### src/sv/srpm_pkg.sv
package srpm_pkg;

  localparam int WRITE_BITS_DEF  = 32;
  localparam int SELECT_BITS_DEF = 9;
  localparam int READ_BITS_DEF   = 16;

  localparam int CFG_IDX_W  = 2;
  localparam int CFG_DATA_W = 16;
  localparam int WORD_W     = 32;
  localparam int RWORD_W    = 16;

  localparam logic [CFG_DATA_W-1:0] HALF_BIT_RST    = 16'd1;
  localparam logic [CFG_DATA_W-1:0] LATCH_PULSE_RST = 16'd2;

  localparam logic [CFG_IDX_W-1:0] CFG_HALF_BIT    = 2'd0;
  localparam logic [CFG_IDX_W-1:0] CFG_LATCH_PULSE = 2'd1;

  typedef enum logic [1:0] {
    KIND_TICK   = 2'd0,
    KIND_WRITE  = 2'd1,
    KIND_READ   = 2'd2,
    KIND_ENABLE = 2'd3
  } srpm_kind_e;

  typedef struct packed {
    logic [CFG_DATA_W-1:0] half_bit_ticks;
    logic [CFG_DATA_W-1:0] latch_pulse_ticks;
  } srpm_cfg_t;

  typedef struct packed {
    logic               sclk_level;
    logic               sdata_level;
    logic               latch_level;
    logic               enable_level;
    logic               busy_res;
    logic [RWORD_W-1:0] read_word;
    logic               read_done;
    logic               rejected;
  } srpm_res_t;

endpackage

### src/sv/serial_register_port_master.sv
// Channel  Direction  Handshake                  Payload
// in       input      in_valid_i / in_ready_o    kind_i, value_i, sread_i
// out      output     out_valid_o / out_ready_i  pin levels, busy, read word, flags
// cfg      input      cfg_valid_i / cfg_ready_o  cfg_index_i, cfg_data_i
//
// One item per cycle sustained; each item is one tick of the serial port.
// An item is first held in the input register, then the sequencer step
// loads the result register from it, and that makes the result valid.
// Only out_ready_i low slows the block; the input register keeps accepting
// until it holds an item waiting on a full result register.
// Reset clears the sequencer, the pins and the valid flags at once; the input payload registers are not reset.
module serial_register_port_master
  import srpm_pkg::*;
#(
  parameter int WRITE_BITS  = WRITE_BITS_DEF,
  parameter int SELECT_BITS = SELECT_BITS_DEF,
  parameter int READ_BITS   = READ_BITS_DEF
) (
  input  logic                  clk_i,
  input  logic                  rst_ni,
  input  logic                  in_valid_i,
  output logic                  in_ready_o,
  input  logic [1:0]            kind_i,
  input  logic [WORD_W-1:0]     value_i,
  input  logic                  sread_i,
  output logic                  out_valid_o,
  input  logic                  out_ready_i,
  output logic                  sclk_level_o,
  output logic                  sdata_level_o,
  output logic                  latch_level_o,
  output logic                  enable_level_o,
  output logic                  busy_res_o,
  output logic [RWORD_W-1:0]    read_word_o,
  output logic                  read_done_o,
  output logic                  rejected_o,
  input  logic                  cfg_valid_i,
  output logic                  cfg_ready_o,
  input  logic [CFG_IDX_W-1:0]  cfg_index_i,
  input  logic [CFG_DATA_W-1:0] cfg_data_i
);

  logic              in_valid_q, in_valid_d;
  srpm_kind_e        kind_q;
  logic [WORD_W-1:0] value_q;
  logic              sread_q;
  logic              out_valid_q, out_valid_d;
  logic              step;
  logic              in_fire;
  srpm_cfg_t         cfg;
  srpm_res_t         res;

  assign step       = in_valid_q && (!out_valid_q || out_ready_i);
  assign in_ready_o = !in_valid_q || step;
  assign in_fire    = in_valid_i && in_ready_o;

  always_comb begin
    in_valid_d  = in_valid_q;
    out_valid_d = out_valid_q;
    if (in_fire) begin
      in_valid_d = 1'b1;
    end else if (step) begin
      in_valid_d = 1'b0;
    end
    if (step) begin
      out_valid_d = 1'b1;
    end else if (out_ready_i) begin
      out_valid_d = 1'b0;
    end
  end

  always_ff @(posedge clk_i or negedge rst_ni) begin
    if (!rst_ni) begin
      in_valid_q  <= 1'b0;
      out_valid_q <= 1'b0;
    end else begin
      in_valid_q  <= in_valid_d;
      out_valid_q <= out_valid_d;
    end
  end

  always_ff @(posedge clk_i) begin
    if (in_fire) begin
      kind_q  <= srpm_kind_e'(kind_i);
      value_q <= value_i;
      sread_q <= sread_i;
    end
  end

  srpm_cfg u_cfg (
    .clk_i       (clk_i),
    .rst_ni      (rst_ni),
    .cfg_valid_i (cfg_valid_i),
    .cfg_ready_o (cfg_ready_o),
    .cfg_index_i (cfg_index_i),
    .cfg_data_i  (cfg_data_i),
    .cfg_o       (cfg)
  );

  srpm_core #(
    .WRITE_BITS  (WRITE_BITS),
    .SELECT_BITS (SELECT_BITS),
    .READ_BITS   (READ_BITS)
  ) u_core (
    .clk_i   (clk_i),
    .rst_ni  (rst_ni),
    .step_i  (step),
    .kind_i  (kind_q),
    .value_i (value_q),
    .sread_i (sread_q),
    .cfg_i   (cfg),
    .res_o   (res)
  );

  assign out_valid_o    = out_valid_q;
  assign sclk_level_o   = res.sclk_level;
  assign sdata_level_o  = res.sdata_level;
  assign latch_level_o  = res.latch_level;
  assign enable_level_o = res.enable_level;
  assign busy_res_o     = res.busy_res;
  assign read_word_o    = res.read_word;
  assign read_done_o    = res.read_done;
  assign rejected_o     = res.rejected;

`ifndef ASSERT_OFF
  a_done_idle: assert property (@(posedge clk_i) disable iff (!rst_ni)
    out_valid_o && read_done_o |-> !busy_res_o)
    else $error("readback done while still busy");

  a_idle_clk_low: assert property (@(posedge clk_i) disable iff (!rst_ni)
    out_valid_o && !busy_res_o |-> !sclk_level_o && !latch_level_o)
    else $error("serial clock or latch high while idle");

  a_step_loads: assert property (@(posedge clk_i) disable iff (!rst_ni)
    step |=> out_valid_q && !($past(in_fire) == 1'b0 && in_valid_q && $past(!in_valid_q)))
    else $error("result register not loaded after step");
`endif

endmodule

### src/sv/srpm_cfg.sv
module srpm_cfg
  import srpm_pkg::*;
(
  input  logic                  clk_i,
  input  logic                  rst_ni,
  input  logic                  cfg_valid_i,
  output logic                  cfg_ready_o,
  input  logic [CFG_IDX_W-1:0]  cfg_index_i,
  input  logic [CFG_DATA_W-1:0] cfg_data_i,
  output srpm_cfg_t             cfg_o
);

  logic [CFG_DATA_W-1:0] half_q, half_d;
  logic [CFG_DATA_W-1:0] latch_q, latch_d;

  assign cfg_ready_o = 1'b1;

  always_comb begin
    half_d  = half_q;
    latch_d = latch_q;
    if (cfg_valid_i && cfg_ready_o) begin
      priority if (cfg_index_i == CFG_HALF_BIT) begin
        half_d = cfg_data_i;
      end else if (cfg_index_i == CFG_LATCH_PULSE) begin
        latch_d = cfg_data_i;
      end
    end
  end

  always_ff @(posedge clk_i or negedge rst_ni) begin
    if (!rst_ni) begin
      half_q  <= HALF_BIT_RST;
      latch_q <= LATCH_PULSE_RST;
    end else begin
      half_q  <= half_d;
      latch_q <= latch_d;
    end
  end

  assign cfg_o.half_bit_ticks    = half_q;
  assign cfg_o.latch_pulse_ticks = latch_q;

endmodule

### src/sv/srpm_core.sv
module srpm_core
  import srpm_pkg::*;
#(
  parameter int WRITE_BITS  = WRITE_BITS_DEF,
  parameter int SELECT_BITS = SELECT_BITS_DEF,
  parameter int READ_BITS   = READ_BITS_DEF
) (
  input  logic              clk_i,
  input  logic              rst_ni,
  input  logic              step_i,
  input  srpm_kind_e        kind_i,
  input  logic [WORD_W-1:0] value_i,
  input  logic              sread_i,
  input  srpm_cfg_t         cfg_i,
  output srpm_res_t         res_o
);

  typedef enum logic [3:0] {
    PH_IDLE    = 4'd0,
    PH_W_LOW   = 4'd1,
    PH_W_HIGH  = 4'd2,
    PH_W_TAIL  = 4'd3,
    PH_W_LATCH = 4'd4,
    PH_S_LOW   = 4'd5,
    PH_S_HIGH  = 4'd6,
    PH_S_TAIL  = 4'd7,
    PH_R_SETUP = 4'd8,
    PH_R_LOW   = 4'd9,
    PH_R_HIGH  = 4'd10,
    PH_R_TAIL  = 4'd11
  } phase_e;

  phase_e                phase_q, phase_d;
  logic [5:0]            bits_q, bits_d;
  logic [WORD_W-1:0]     out_q, out_d;
  logic [READ_BITS-1:0]  in_q, in_d;
  logic [CFG_DATA_W-1:0] wait_q, wait_d;
  logic                  sclk_q, sclk_d;
  logic                  sdata_q, sdata_d;
  logic                  latch_q, latch_d;
  logic                  en_q, en_d;
  logic [RWORD_W-1:0]    last_q, last_d;
  logic                  done_q, done_d;
  logic                  rej_q, rej_d;

  logic [5:0]            bits_dec;
  logic [4:0]            idx;
  logic [CFG_DATA_W-1:0] half_m1;
  logic [CFG_DATA_W-1:0] latch_m1;
  logic [READ_BITS-1:0]  in_smp;

  always_comb begin
    phase_d  = phase_q;
    bits_d   = bits_q;
    out_d    = out_q;
    in_d     = in_q;
    wait_d   = wait_q;
    sclk_d   = sclk_q;
    sdata_d  = sdata_q;
    latch_d  = latch_q;
    en_d     = en_q;
    last_d   = last_q;
    done_d   = 1'b0;
    rej_d    = 1'b0;
    bits_dec = bits_q - 6'd1;
    idx      = bits_dec[4:0] - 5'd1;
    half_m1  = (cfg_i.half_bit_ticks == '0) ? '0 : cfg_i.half_bit_ticks - 16'd1;
    latch_m1 = (cfg_i.latch_pulse_ticks == '0) ? '0 : cfg_i.latch_pulse_ticks - 16'd1;
    in_smp   = (in_q << 1) | READ_BITS'(sread_i);

    if (phase_q != PH_IDLE) begin
      rej_d = (kind_i != KIND_TICK);
      if (wait_q != '0) begin
        wait_d = wait_q - 16'd1;
      end else begin
        unique case (phase_q)
          PH_W_LOW, PH_S_LOW: begin
            sclk_d  = 1'b1;
            phase_d = (phase_q == PH_W_LOW) ? PH_W_HIGH : PH_S_HIGH;
            wait_d  = half_m1;
          end
          PH_W_HIGH, PH_S_HIGH: begin
            bits_d = bits_dec;
            sclk_d = 1'b0;
            wait_d = half_m1;
            if (bits_dec != '0) begin
              sdata_d = out_q[idx];
              phase_d = (phase_q == PH_W_HIGH) ? PH_W_LOW : PH_S_LOW;
            end else begin
              phase_d = (phase_q == PH_W_HIGH) ? PH_W_TAIL : PH_S_TAIL;
            end
          end
          PH_W_TAIL: begin
            latch_d = 1'b1;
            phase_d = PH_W_LATCH;
            wait_d  = latch_m1;
          end
          PH_S_TAIL: begin
            latch_d = 1'b1;
            phase_d = PH_R_SETUP;
            wait_d  = half_m1;
          end
          PH_R_SETUP: begin
            bits_d  = 6'(READ_BITS);
            sclk_d  = 1'b0;
            in_d    = in_smp;
            phase_d = PH_R_LOW;
            wait_d  = half_m1;
          end
          PH_R_LOW: begin
            sclk_d  = 1'b1;
            phase_d = PH_R_HIGH;
            wait_d  = half_m1;
          end
          PH_R_HIGH: begin
            bits_d = bits_dec;
            sclk_d = 1'b0;
            wait_d = half_m1;
            if (bits_dec != '0) begin
              in_d    = in_smp;
              phase_d = PH_R_LOW;
            end else begin
              phase_d = PH_R_TAIL;
            end
          end
          PH_R_TAIL: begin
            latch_d = 1'b0;
            last_d  = RWORD_W'(in_q);
            done_d  = 1'b1;
            phase_d = PH_IDLE;
            wait_d  = '0;
          end
          default: begin
            latch_d = 1'b0;
            phase_d = PH_IDLE;
            wait_d  = '0;
          end
        endcase
      end
    end else begin
      unique case (kind_i)
        KIND_WRITE: begin
          out_d   = value_i;
          bits_d  = 6'(WRITE_BITS);
          latch_d = 1'b0;
          sclk_d  = 1'b0;
          sdata_d = value_i[WRITE_BITS-1];
          phase_d = PH_W_LOW;
          wait_d  = half_m1;
        end
        KIND_READ: begin
          out_d   = WORD_W'(value_i[SELECT_BITS-1:0]);
          bits_d  = 6'(SELECT_BITS);
          in_d    = '0;
          latch_d = 1'b0;
          sclk_d  = 1'b0;
          sdata_d = value_i[SELECT_BITS-1];
          phase_d = PH_S_LOW;
          wait_d  = half_m1;
        end
        KIND_ENABLE: begin
          en_d = value_i[0];
        end
        default: begin
          en_d = en_q;
        end
      endcase
    end
  end

  always_ff @(posedge clk_i or negedge rst_ni) begin
    if (!rst_ni) begin
      phase_q <= PH_IDLE;
      bits_q  <= '0;
      out_q   <= '0;
      in_q    <= '0;
      wait_q  <= '0;
      sclk_q  <= 1'b0;
      sdata_q <= 1'b0;
      latch_q <= 1'b0;
      en_q    <= 1'b0;
      last_q  <= '0;
      done_q  <= 1'b0;
      rej_q   <= 1'b0;
    end else if (step_i) begin
      phase_q <= phase_d;
      bits_q  <= bits_d;
      out_q   <= out_d;
      in_q    <= in_d;
      wait_q  <= wait_d;
      sclk_q  <= sclk_d;
      sdata_q <= sdata_d;
      latch_q <= latch_d;
      en_q    <= en_d;
      last_q  <= last_d;
      done_q  <= done_d;
      rej_q   <= rej_d;
    end
  end

  assign res_o.sclk_level   = sclk_q;
  assign res_o.sdata_level  = sdata_q;
  assign res_o.latch_level  = latch_q;
  assign res_o.enable_level = en_q;
  assign res_o.busy_res     = (phase_q != PH_IDLE);
  assign res_o.read_word    = last_q;
  assign res_o.read_done    = done_q;
  assign res_o.rejected     = rej_q;

endmodule
### config.mk
export PLATFORM = sky130hd
export DESIGN_NAME = serial_register_port_master
export DESIGN_NICKNAME = d
export VERILOG_FILES = /design/src/sv/srpm_pkg.sv /design/src/sv/serial_register_port_master.sv /design/src/sv/srpm_cfg.sv /design/src/sv/srpm_core.sv
export SDC_FILE = /design/constraint.sdc
export NUM_CORES = 1
export LEC_CHECK = 0
export ABC_AREA = 0
export ABC_CLOCK_PERIOD_IN_PS = 2700
export BUFFER_PORTS_ARGS = -buffer_cell sky130_fd_sc_hd__buf_2
export CAP_MARGIN = 5
export CORE_ASPECT_RATIO = 1.4
export CORE_UTILIZATION = 46
export DETAILED_ROUTE_END_ITERATION = 10
export PLACE_DENSITY = 0.67
export SLEW_MARGIN = 15
export SYNTH_ARGS = -nofsm -noshare
export SYNTH_HDL_FRONTEND = slang
export SYNTH_HIERARCHICAL = 1
export SYNTH_SLANG_ARGS = --single-unit
### constraint.sdc
create_clock -name clk_i -period 2.7 [get_ports clk_i]
set_clock_uncertainty 0.15 [all_clocks]
set_input_delay 0.27 -clock clk_i [delete_from_list [all_inputs] [get_ports clk_i]]
set_output_delay 0.27 -clock clk_i [all_outputs]
set_load 0.1 [all_outputs]
# ---- Yosys cells after proc, flatten, opt, wreduce, memory -nomap -nowiden
# Index checks and enable logic that the tools add are counted.
dict set report totals {
  register_bits 165
  word_cells 138
  output_inout_bits 26
}
dict set report op_classes {
  bitwise 4
  addsub 5
  reduce_logical 40
  order_cmp 1
  muxes 47
  n_eq_ne 22
}
# operator count
set ops {}
lappend ops {{2-to-1 mux 16 bit} 9}
lappend ops {{one-hot mux 16 bit (2 select lines)} 2}
lappend ops {{one-hot mux 32 bit (2 select lines)} 1}
lappend ops {{subtractor 16 x 1 -> 16 bit (second input constant)} 3}
lappend ops {{logical NOT 16 bit} 2}
lappend ops {{one-hot mux 4 bit (7 select lines)} 1}
lappend ops {{one-hot mux 6 bit (2 select lines)} 2}
lappend ops {{2-to-1 mux 1 bit} 18}
lappend ops {{== test 4 bit (second input constant)} 4}
lappend ops {{bitwise OR 16 x 1 -> 16 bit} 1}
lappend ops {{AND reduction 4 bit} 4}
lappend ops {{nonzero test 16 bit} 1}
lappend ops {{== test 4 x 3 -> 1 bit (second input constant)} 3}
lappend ops {{2-to-1 mux 4 bit} 3}
lappend ops {{2-to-1 mux 6 bit} 2}
lappend ops {{AND reduction 3 bit} 4}
lappend ops {{nonzero test 2 bit} 6}
lappend ops {{AND reduction 5 bit} 2}
lappend ops {{2-to-1 mux 3 bit} 3}
lappend ops {{== test 4 x 2 -> 1 bit (second input constant)} 2}
lappend ops {{one-hot mux 4 bit (2 select lines)} 1}
lappend ops {{OR reduction 2 bit} 4}
lappend ops {{OR reduction 8 bit} 1}
lappend ops {{OR reduction 7 bit} 1}
lappend ops {{other kinds (25)} 39}

# ---- Longest topological paths before layout
# Gate-level depths: netlist of run 1.
dict set report logic_depth {
  ltp_word 8
  mapped_depth 12
  depth_no_buf 9
}

# ---- Modules after synthesis
# The synthesis of run 1 kept the hierarchy.
# module n_inst area_per_inst_um2 cells_each seq_area_each_um2
set by_module_without_submodules {}
lappend by_module_without_submodules {srpm_core 1 5863.1 610 2402.3}
lappend by_module_without_submodules {srpm_cfg 1 1226.2 70 803.3}
lappend by_module_without_submodules {serial_register_port_master 1 1154.9 43 1101.1}

# ---- Least setup slack after synthesis of run 1
# Ideal clock, no wire load.
dict set report synth_path {
  kind {reg2reg}
  from {register u_core.bits_q[0]}
  to {register u_core.in_q[10]}
  arrival_ns 2.541
  path_slack_ns -0.112
  period_less_slack_ns 2.812
  n_path_buf 3
  path_stages_with_launch 12
  path_cell_list {dfrtp_1 > buf_2 > inv_1 > ha_1 > or2_2 > o21ai_0 > a32o_1 > nand3_1 > o211a_1 > buf_4 > clkbuf_1 > a22o_1}
}
dict set report synth_via {
  elab_chain_cells 4
}
# element line_no
set synth_rtl {}
lappend synth_rtl {{from (decl)} srpm_core.sv:34} ;# logic [5:0] bits_q, bits_d;
lappend synth_rtl {{from (signal assigned)} srpm_core.sv:187} ;# bits_q <= bits_d;
lappend synth_rtl {{subtractor 6 x 1 -> 6 bit} srpm_core.sv:65} ;# bits_dec = bits_q - 6'd1;
lappend synth_rtl {{nonzero test 6 bit} srpm_core.sv:119} ;# if (bits_dec != '0) begin
lappend synth_rtl {{!= test 3 x 2 -> 1 bit (no source line)} -}
lappend synth_rtl {{AND reduction 5 bit (no source line)} -}
lappend synth_rtl {{to (signal assigned)} srpm_core.sv:189} ;# in_q <= in_d;
lappend synth_rtl {{to (decl)} srpm_core.sv:36} ;# logic [READ_BITS-1:0] in_q, in_d;
# No other way between the ends.
# A chain may end at the register's enable or synchronous reset.

# ---- Worst setup path after layout of run 1
dict set report layout_path {
  from {register u_cfg.latch_q[8]}
  to {register u_core.wait_q[14]}
}
dict set report layout_via {
  elab_chain_cells 5
  word_cells_on_any_way 6
}
# element line_no
set layout_rtl {}
lappend layout_rtl {{from (decl)} srpm_cfg.sv:14} ;# logic [CFG_DATA_W-1:0] latch_q, latch_d;
lappend layout_rtl {{from (signal assigned)} srpm_cfg.sv:36} ;# latch_q <= latch_d;
lappend layout_rtl {{subtractor 16 x 1 -> 16 bit or logical NOT 16 bit (tied branches)} srpm_core.sv:68} ;# latch_m1 = (cfg_i.latch_pulse_ticks == '0) ? '0 : cfg_i.latch_pulse_ticks - 16'd1;
lappend layout_rtl {{2-to-1 mux 16 bit *} srpm_core.sv:68}
lappend layout_rtl {{one-hot mux 16 bit (2 select lines) *} srpm_core.sv:76} ;# unique case (phase_q)
lappend layout_rtl {{2-to-1 mux 16 bit *} srpm_core.sv:73} ;# if (wait_q != '0) begin
lappend layout_rtl {{2-to-1 mux 16 bit *} srpm_core.sv:71} ;# if (phase_q != PH_IDLE) begin
lappend layout_rtl {{to (signal assigned)} srpm_core.sv:190} ;# wait_q <= wait_d;
lappend layout_rtl {{to (decl)} srpm_core.sv:37} ;# logic [CFG_DATA_W-1:0] wait_q, wait_d;
# Every way passes the cells marked *; elsewhere a longest branch is shown, timed or not.

==> flow_metrics.py, run 1 <==
metrics = {
    "synth": {
        "ys_async_sr_fraction": 0.788,
        "syn_inst": 723,
        "ys_ff_latch": 165,
        "yosysTopAreaCellShare": 0.389,
        "syn_nets": 791,
        "yosysUniqueCellTypes": 72,
        "synth-seq-area-share": 0.522,
        "syn_area_um2": 8240,
        "synth_top_area_cell": "dfrtp_1",
        "avgSynthCellArea_um2": 11.4,
        "synth_flop_cell": "dfrtp_1",
        "yosysMostFrequentCell": "dfrtp_1",
        "synth.area.top_cells": "dfrtp_1 (39%), edfxtp_1 (13%), mux2_2 (7.0%), o21ai_0 (3.4%), nand2_1 (2.9%)",
        "yosys-top-cells-count": "dfrtp_1 (128), nand2_1 (63), o21ai_0 (56)",
        "synth_warnings": 6,
        "synth_edf_count": 35,
    },
    "grt": {
        "grt_usage": 0.218,
        "grt_use_met3": 0.0445,
        "use_met2": 0.370,
        "grt_first_pass_wirelength_mm": 31.2,
        "use_met1": 0.264,
        "antenna_found_initial": 0,
        "grt_max_degree": 56,
        "busiest_layer": "met2",
        "grt_overflow_total": 0,
        "grt_pass1_vias": 6255,
    },
    "die": {
        "io_pins": 84,
        "rows": 57,
        "die_area_um2": 18500,
        "die_w_um": 115,
        "die_h_um": 160,
        "start_util": 0.472,
        "core_area_um2": 17500,
    },
    "drt": {
        "viasPerCell": 5.52,
        "post-route-drc-count": 0,
        "vias": 6159,
        "wl_per_cell_um": 16.7,
        "routed_wl_mm": 18.6,
        "ant_nets": 0,
        "drt_iter0_drc": 292,
        "firstDrtPassIters": 5,
    },
    "timing": {
        "setup_viol": 0,
        "rsz0062_at_grt": "no",
        "finalMaxSlewViolations": 0,
        "min_period_ns": 2.60,
        "finalHoldViolations": 0,
        "worst_pin_slew_ns": 0.893,
        "maxSlewHeadroom": 0.404,
        "fin_crit_sh": 0.965,
        "timing.fmax_mhz": 384,
        "holdWs_ns": 0.194,
        "finalSetupTns_ns": 0,
    },
    "place": {
        "gp_congestion": 0.903,
        "dp_hpwl_mm": 12.8,
        "io_buffers": 82,
    },
    "critical_path": {
        "worst_ep_arrival_time_ns": 2.76,
        "crit_fanout": 6,
        "startpoint_type": "flop",
        "required_ns": 2.85,
        "path_class": "reg -> reg",
        "worst_setup_path_end_kind": "flop",
    },
    "flow_run": {
        "drv_cap": 0,
    },
    "clocking": {
        "cts-root-buf": "clkbuf_16",
        "numCtsBuffers": 17,
        "cts_tree": "yes",
        "clkTransAtPathRegs_ns": 0.07,
        "ctsHtreeMaxLevel": 4,
        "clockBufferDepth": 2,
        "clkLatencyLatePin_ns": 0.42,
        "clock_sinks": 165,
    },
    "cells_and_area": {
        "area_growth_pct": 23.4,
        "diodes": 0,
        "drive_above_1_share": 0.269,
        "nNetsFinal": 935,
    },
    "pwr": {
        "leakagePower_nw": 4.36,
        "p_int_mw": 5.56,
        "clkPwrFrac": 0.277,
        "p_sw_mw": 2.92,
        "p_seq_frac": 0.425,
        "pwr-share-comb": 0.297,
        "total_power_mw": 8.48,
        "power.share.switching": 0.344,
        "power_density_nw_per_um2": 833,
        "vdd_drop_max_mv": 0.509,
    },
    "status": {
        "outcome": "finished, final reports clean",
    },
    "worst_hold_path": {
        "hold_class": "in -> reg",
    },
}
layout by cell type (no fill, tap or decap), drive strengths merged, types with 16 or more instances in the layout:
| cell type | n |
|---|---|
| a21oi | 30 |
| inv | 23 |
| a22o | 19 |
| dlygate4sd3 | 55 |
| xor2 | 17 |
| o21ai | 58 |
| dfrtp | 128 |
| nor2 | 41 |
| mux2 | 60 |
| nand2b | 33 |
| edfxtp | 35 |
| clkbuf | 18 |
| buf | 108 |
| nand2 | 63 |
| xnor2 | 16 |
| nor3 | 24 |
stage by stage:
stage / utilization / setup slack [ns] / instance area (µm²) / instances
after floorplan: - / 0.00814 / 8250 / 723
after global placement: 0.515 / 0.176 / 8990 / 1028
after global routing: 0.582 / 0.00246 / 10200 / 1116
after detailed placement: 0.515 / 0.0897 / 8990 / 1028
final: 0.582 / 0.0957 / 10200 / 1116
after CTS: 0.579 / 0.0306 / 10100 / 1115
final cells by class:
class	instances	area, µm²
clock buffers	17	425
multi-input cells	503	3700
flip-flops and latches	165	4310
inverters	16	60.1
well taps	236	295
repair buffers	164	1240
fillers	1423	7300
clock inverters	15	143
cell families (layout without fill, tap and decap cells):
kind of cell | Yosys count | after routing | share of synthesized area
compound gates | 156 | 156 | 0.121
flops | 165 | 165 | 0.522
xor+xnor | 33 | 33 | 0.0351
other cells | 1 | 1 | 0.000455
fa+ha+maj | 10 | 10 | 0.0152
buf+inv | 55 | 212 | 0.0343
simple gates | 223 | 223 | 0.149
mux | 80 | 80 | 0.122
sequential cells by signal (all words and copies together) (netlist names):
signal / flops
in_valid_q: 1
out_valid_o: 1
u_cfg/latch_q: 16
u_core/last_q: 16
u_core/en_q: 1
u_cfg/half_q: 16
u_core/wait_q: 16
u_core/done_q: 1
u_core/bits_q: 6
u_core/in_q: 16
kind_q: 2
value_q: 32
u_core/sclk_q: 1
u_core/rej_q: 1
u_core/latch_q: 1
u_core/phase_q: 4
u_core/sdata_q: 1
sread_q: 1
u_core/out_q: 32
per-layer routing:
layer	up-vias	wire, µm
met4	0	545
met3	45	760
met1	3006	7400
met2	201	9900
met5	-	0
li1	2907	-
path summary, 6_finish.rpt:
kind / startpoint / to / slack [ns] / cells past startpoint
setup / recovery: u_cfg/latch_q[8] / u_core/wait_q[14] / 0.1 / 7
hold / removal: cfg_index_i[1] / u_cfg/half_q[8] / 0.19 / 3
setup reg to reg: u_cfg/latch_q[8] / u_core/wait_q[14] / 0.1 / 7
hold reg to reg: value_q[3] / u_core/out_q[3] / 0.33 / 1
max in group asynchronous: rst_ni / u_core/in_q[15] / 1.42 / 3
min in group asynchronous: rst_ni / u_core/last_q[9] / 0.27 / 2
critical path, cell delays in order (launching register included):
cell     delay, ns
dfrtp_1       0.43
or4_4         0.55
or3_4         0.37
nor3_2        0.16
mux2i_1       0.27
o31a_1        0.14
o21ai_0       0.07
a221o_1       0.33
what timing repair did:
item / CTS / global route
resized for setup: 0 / 10
setup endpoints to repair: 0 / 33
setup buffers: 0 / 1
hold endpoints to repair: 111 / 0
hold buffers: 55 / 0
power groups by stage:
stage | Combinational, mW | Sequential, mW | Clock [mW]
after floorplan | 1.92 | 3.49 | 0
after global placement | 2.38 | 3.59 | 0
after detailed placement | 2.45 | 3.63 | 0
after CTS | 2.52 | 3.59 | 2.40
after global routing | 2.80 | 3.68 | 2.50
final | 2.52 | 3.61 | 2.35
(Power assumes the default switching activity.)
==> inputs of run 2 (changes only) <==
- CORE_UTILIZATION: 46 -> 45
- PLACE_DENSITY: 0.67 -> 0.66
==> flow_metrics.py, run 2 (same netlist as run 1, synthesis figures left out) <==
metrics = {
    "cells_and_area": {
        "diodes": 0,
        "area_growth_pct": 24.2,
        "nNetsFinal": 942,
        "final_common_cell": "dfrtp_1",
        "reg_top3": "u_core/out_q x32, value_q x32",
        "fin_util": 0.571,
        "drive_above_1_share": 0.274,
        "mostFrequentLayoutCells": "dfrtp_1 (127), buf_2 (80), nand2_1 (61)",
        "nFillCells": 1522,
    },
    "clocking": {
        "clockBufferDepth": 2,
        "clock_sinks": 165,
        "cts-root-buf": "clkbuf_16",
        "clkLatencyLatePin_ns": 0.43,
        "numCtsBuffers": 17,
        "ctsHtreeMaxLevel": 4,
        "clkTransAtPathRegs_ns": 0.07,
        "cts_tree": "yes",
    },
    "drt": {
        "drt_iter0_drc": 339,
        "viasPerCell": 5.44,
        "routed_wl_mm": 18.5,
        "wl_per_cell_um": 16.4,
        "firstDrtPassIters": 5,
        "post-route-drc-count": 0,
        "ant_nets": 0,
        "vias": 6130,
    },
    "die": {
        "die_area_um2": 18900,
        "io_pins": 84,
        "die_h_um": 162,
        "start_util": 0.460,
        "die_w_um": 116,
        "core_area_um2": 17900,
        "rows": 58,
    },
    "pwr": {
        "total_power_mw": 8.71,
        "leakagePower_nw": 4.42,
        "vdd_drop_max_mv": 0.492,
        "power_density_nw_per_um2": 851,
    },
    "flow_run": {
        "drv_cap": 0,
    },
    "critical_path": {
        "critical-path-slowest-cell": "dfrtp_1",
        "r2r_setup_slack_ns": 0.13,
        "path_class": "reg -> reg",
        "startpoint_type": "flop",
        "crit_fanout": 9,
        "critPathMaxStageDelay_ns": 0.47,
        "required_ns": 2.86,
        "rr_worst_depth": 8,
        "rr_endpoint": "u_core/bits_q[2]",
        "worstReg2RegStart": "u_core/wait_q[3]",
        "worst_ep_arrival_time_ns": 2.73,
        "worst_setup_path_end_kind": "flop",
        "crit_chain": "nor4_4 -> nand3_2 -> nor2_1 -> buf_4 -> a21oi_1 -> nor3_2 -> o21ai_0 -> a22o_1",
    },
    "grt": {
        "grt_first_pass_wirelength_mm": 30.5,
        "grt_overflow_total": 0,
        "grt_max_degree": 131,
        "antenna_found_initial": 0,
        "grt_usage": 0.211,
        "grt_pass1_vias": 6194,
    },
    "timing": {
        "worst_pin_slew_ns": 0.860,
        "fin_ws_ns": 0.133,
        "min_period_ns": 2.57,
        "timing.fmax_mhz": 390,
        "finalMaxSlewViolations": 0,
        "finalHoldViolations": 0,
        "rsz0062_at_grt": "yes",
        "holdWs_ns": 0.189,
        "fin_crit_sh": 0.951,
        "maxSlewHeadroom": 0.426,
        "setup_viol": 0,
    },
    "place": {
        "gp_congestion": 0.862,
        "io_buffers": 82,
        "dp_hpwl_mm": 12.7,
        "place_ws_ns": 0.0424,
    },
    "worst_hold_path": {
        "holdPathStages": 3,
        "hold_class": "in -> reg",
        "hp-start": "cfg_index_i[1]",
        "whs_endpoint": "u_cfg/half_q[2]",
    },
    "status": {
        "outcome": "finished, final reports clean",
    },
}
run 2: cell types whose count changed in the layout (fill, tap and decap cells not counted), moves of 2 or more:
cell,previous run,this run
clkinv_4,1,3
buf_4,22,32
bufinv_16,1,3
clkinv_2,3,0
buf_12,6,3
run 2: how the worst max path moves through the flow:
| stage | start | end | slack [ns] | cells after the start |
|---|---|---|---|---|
| final | u_core/wait_q[3] | u_core/bits_q[2] | 0.13 | 8 |
| after global routing | u_core/wait_q[3] | u_core/bits_q[2] | -0.02 | 8 |
| after CTS | u_cfg/half_q[1] | u_core/wait_q[11] | 0.01 | 9 |
| after detailed placement | u_core/bits_q[0] | u_core/in_q[15] | 0.04 | 9 |
| after global placement | u_cfg/latch_q[10] | u_core/wait_q[14] | 0.16 | 7 |
| after floorplan | u_core/bits_q[0] | u_core/in_q[6] | 0.008 | 12 |
run 2: report_power, final:
group | internal, mW | leakage (nW) | switching, mW
sequential | 3.09 | 1.97 | 0.512
combinational | 1.22 | 2.15 | 1.34
clock | 1.48 | 0.296 | 1.06
total | 5.80 | 4.42 | 2.91
run 2: through the flow:
step                      std cells  setup TNS, ns  area [µm²]
after floorplan                 723              0        8250
after global placement         1034              0        8970
after detailed placement       1034              0        8970
after CTS                      1121              0       10100
after global routing           1127        -0.0217       10200
final                          1127              0       10200
run 2: area by class of cell:
cell class              count  area [µm²]  share of cell area
clock inverters            14         189              0.0185
inverters                  16        60.1             0.00587
repair buffers            171        1260               0.123
flip-flops and latches    165        4310               0.421
clock buffers              18         429              0.0419
well taps                 240         300              0.0293
multi-input cells         503        3690               0.361
run 2: repair_timing:
| action | 4_1_cts | 5_1_grt |
|---|---|---|
| resized for setup | 0 | 10 |
| setup endpoints to repair | 0 | 43 |
| setup buffers | 0 | 6 |
| hold buffers | 55 | 0 |
| hold endpoints to repair | 197 | 0 |
run 2: metal layers:
| metal | global-route usage | routed length [µm] | part of all wire |
|---|---|---|---|
| met1 | 0.252 | 7340 | 0.40 |
| met3 | 0.0410 | 741 | 0.040 |
| met4 | 0.0979 | 553 | 0.030 |
| met5 | 0 | 0 | 0 |
| met2 | 0.363 | 9880 | 0.53 |
run 2: worst max-delay path: cells and delay by family (launching register included):
| kind | cells | cell delay (ns) |
|---|---|---|
| flip-flops | 1 | 0.47 |
| buffers and inverters | 1 | 0.18 |
| AO/OA/AOI/OAI | 3 | 0.51 |
| AND/OR/NAND/NOR | 4 | 1.13 |
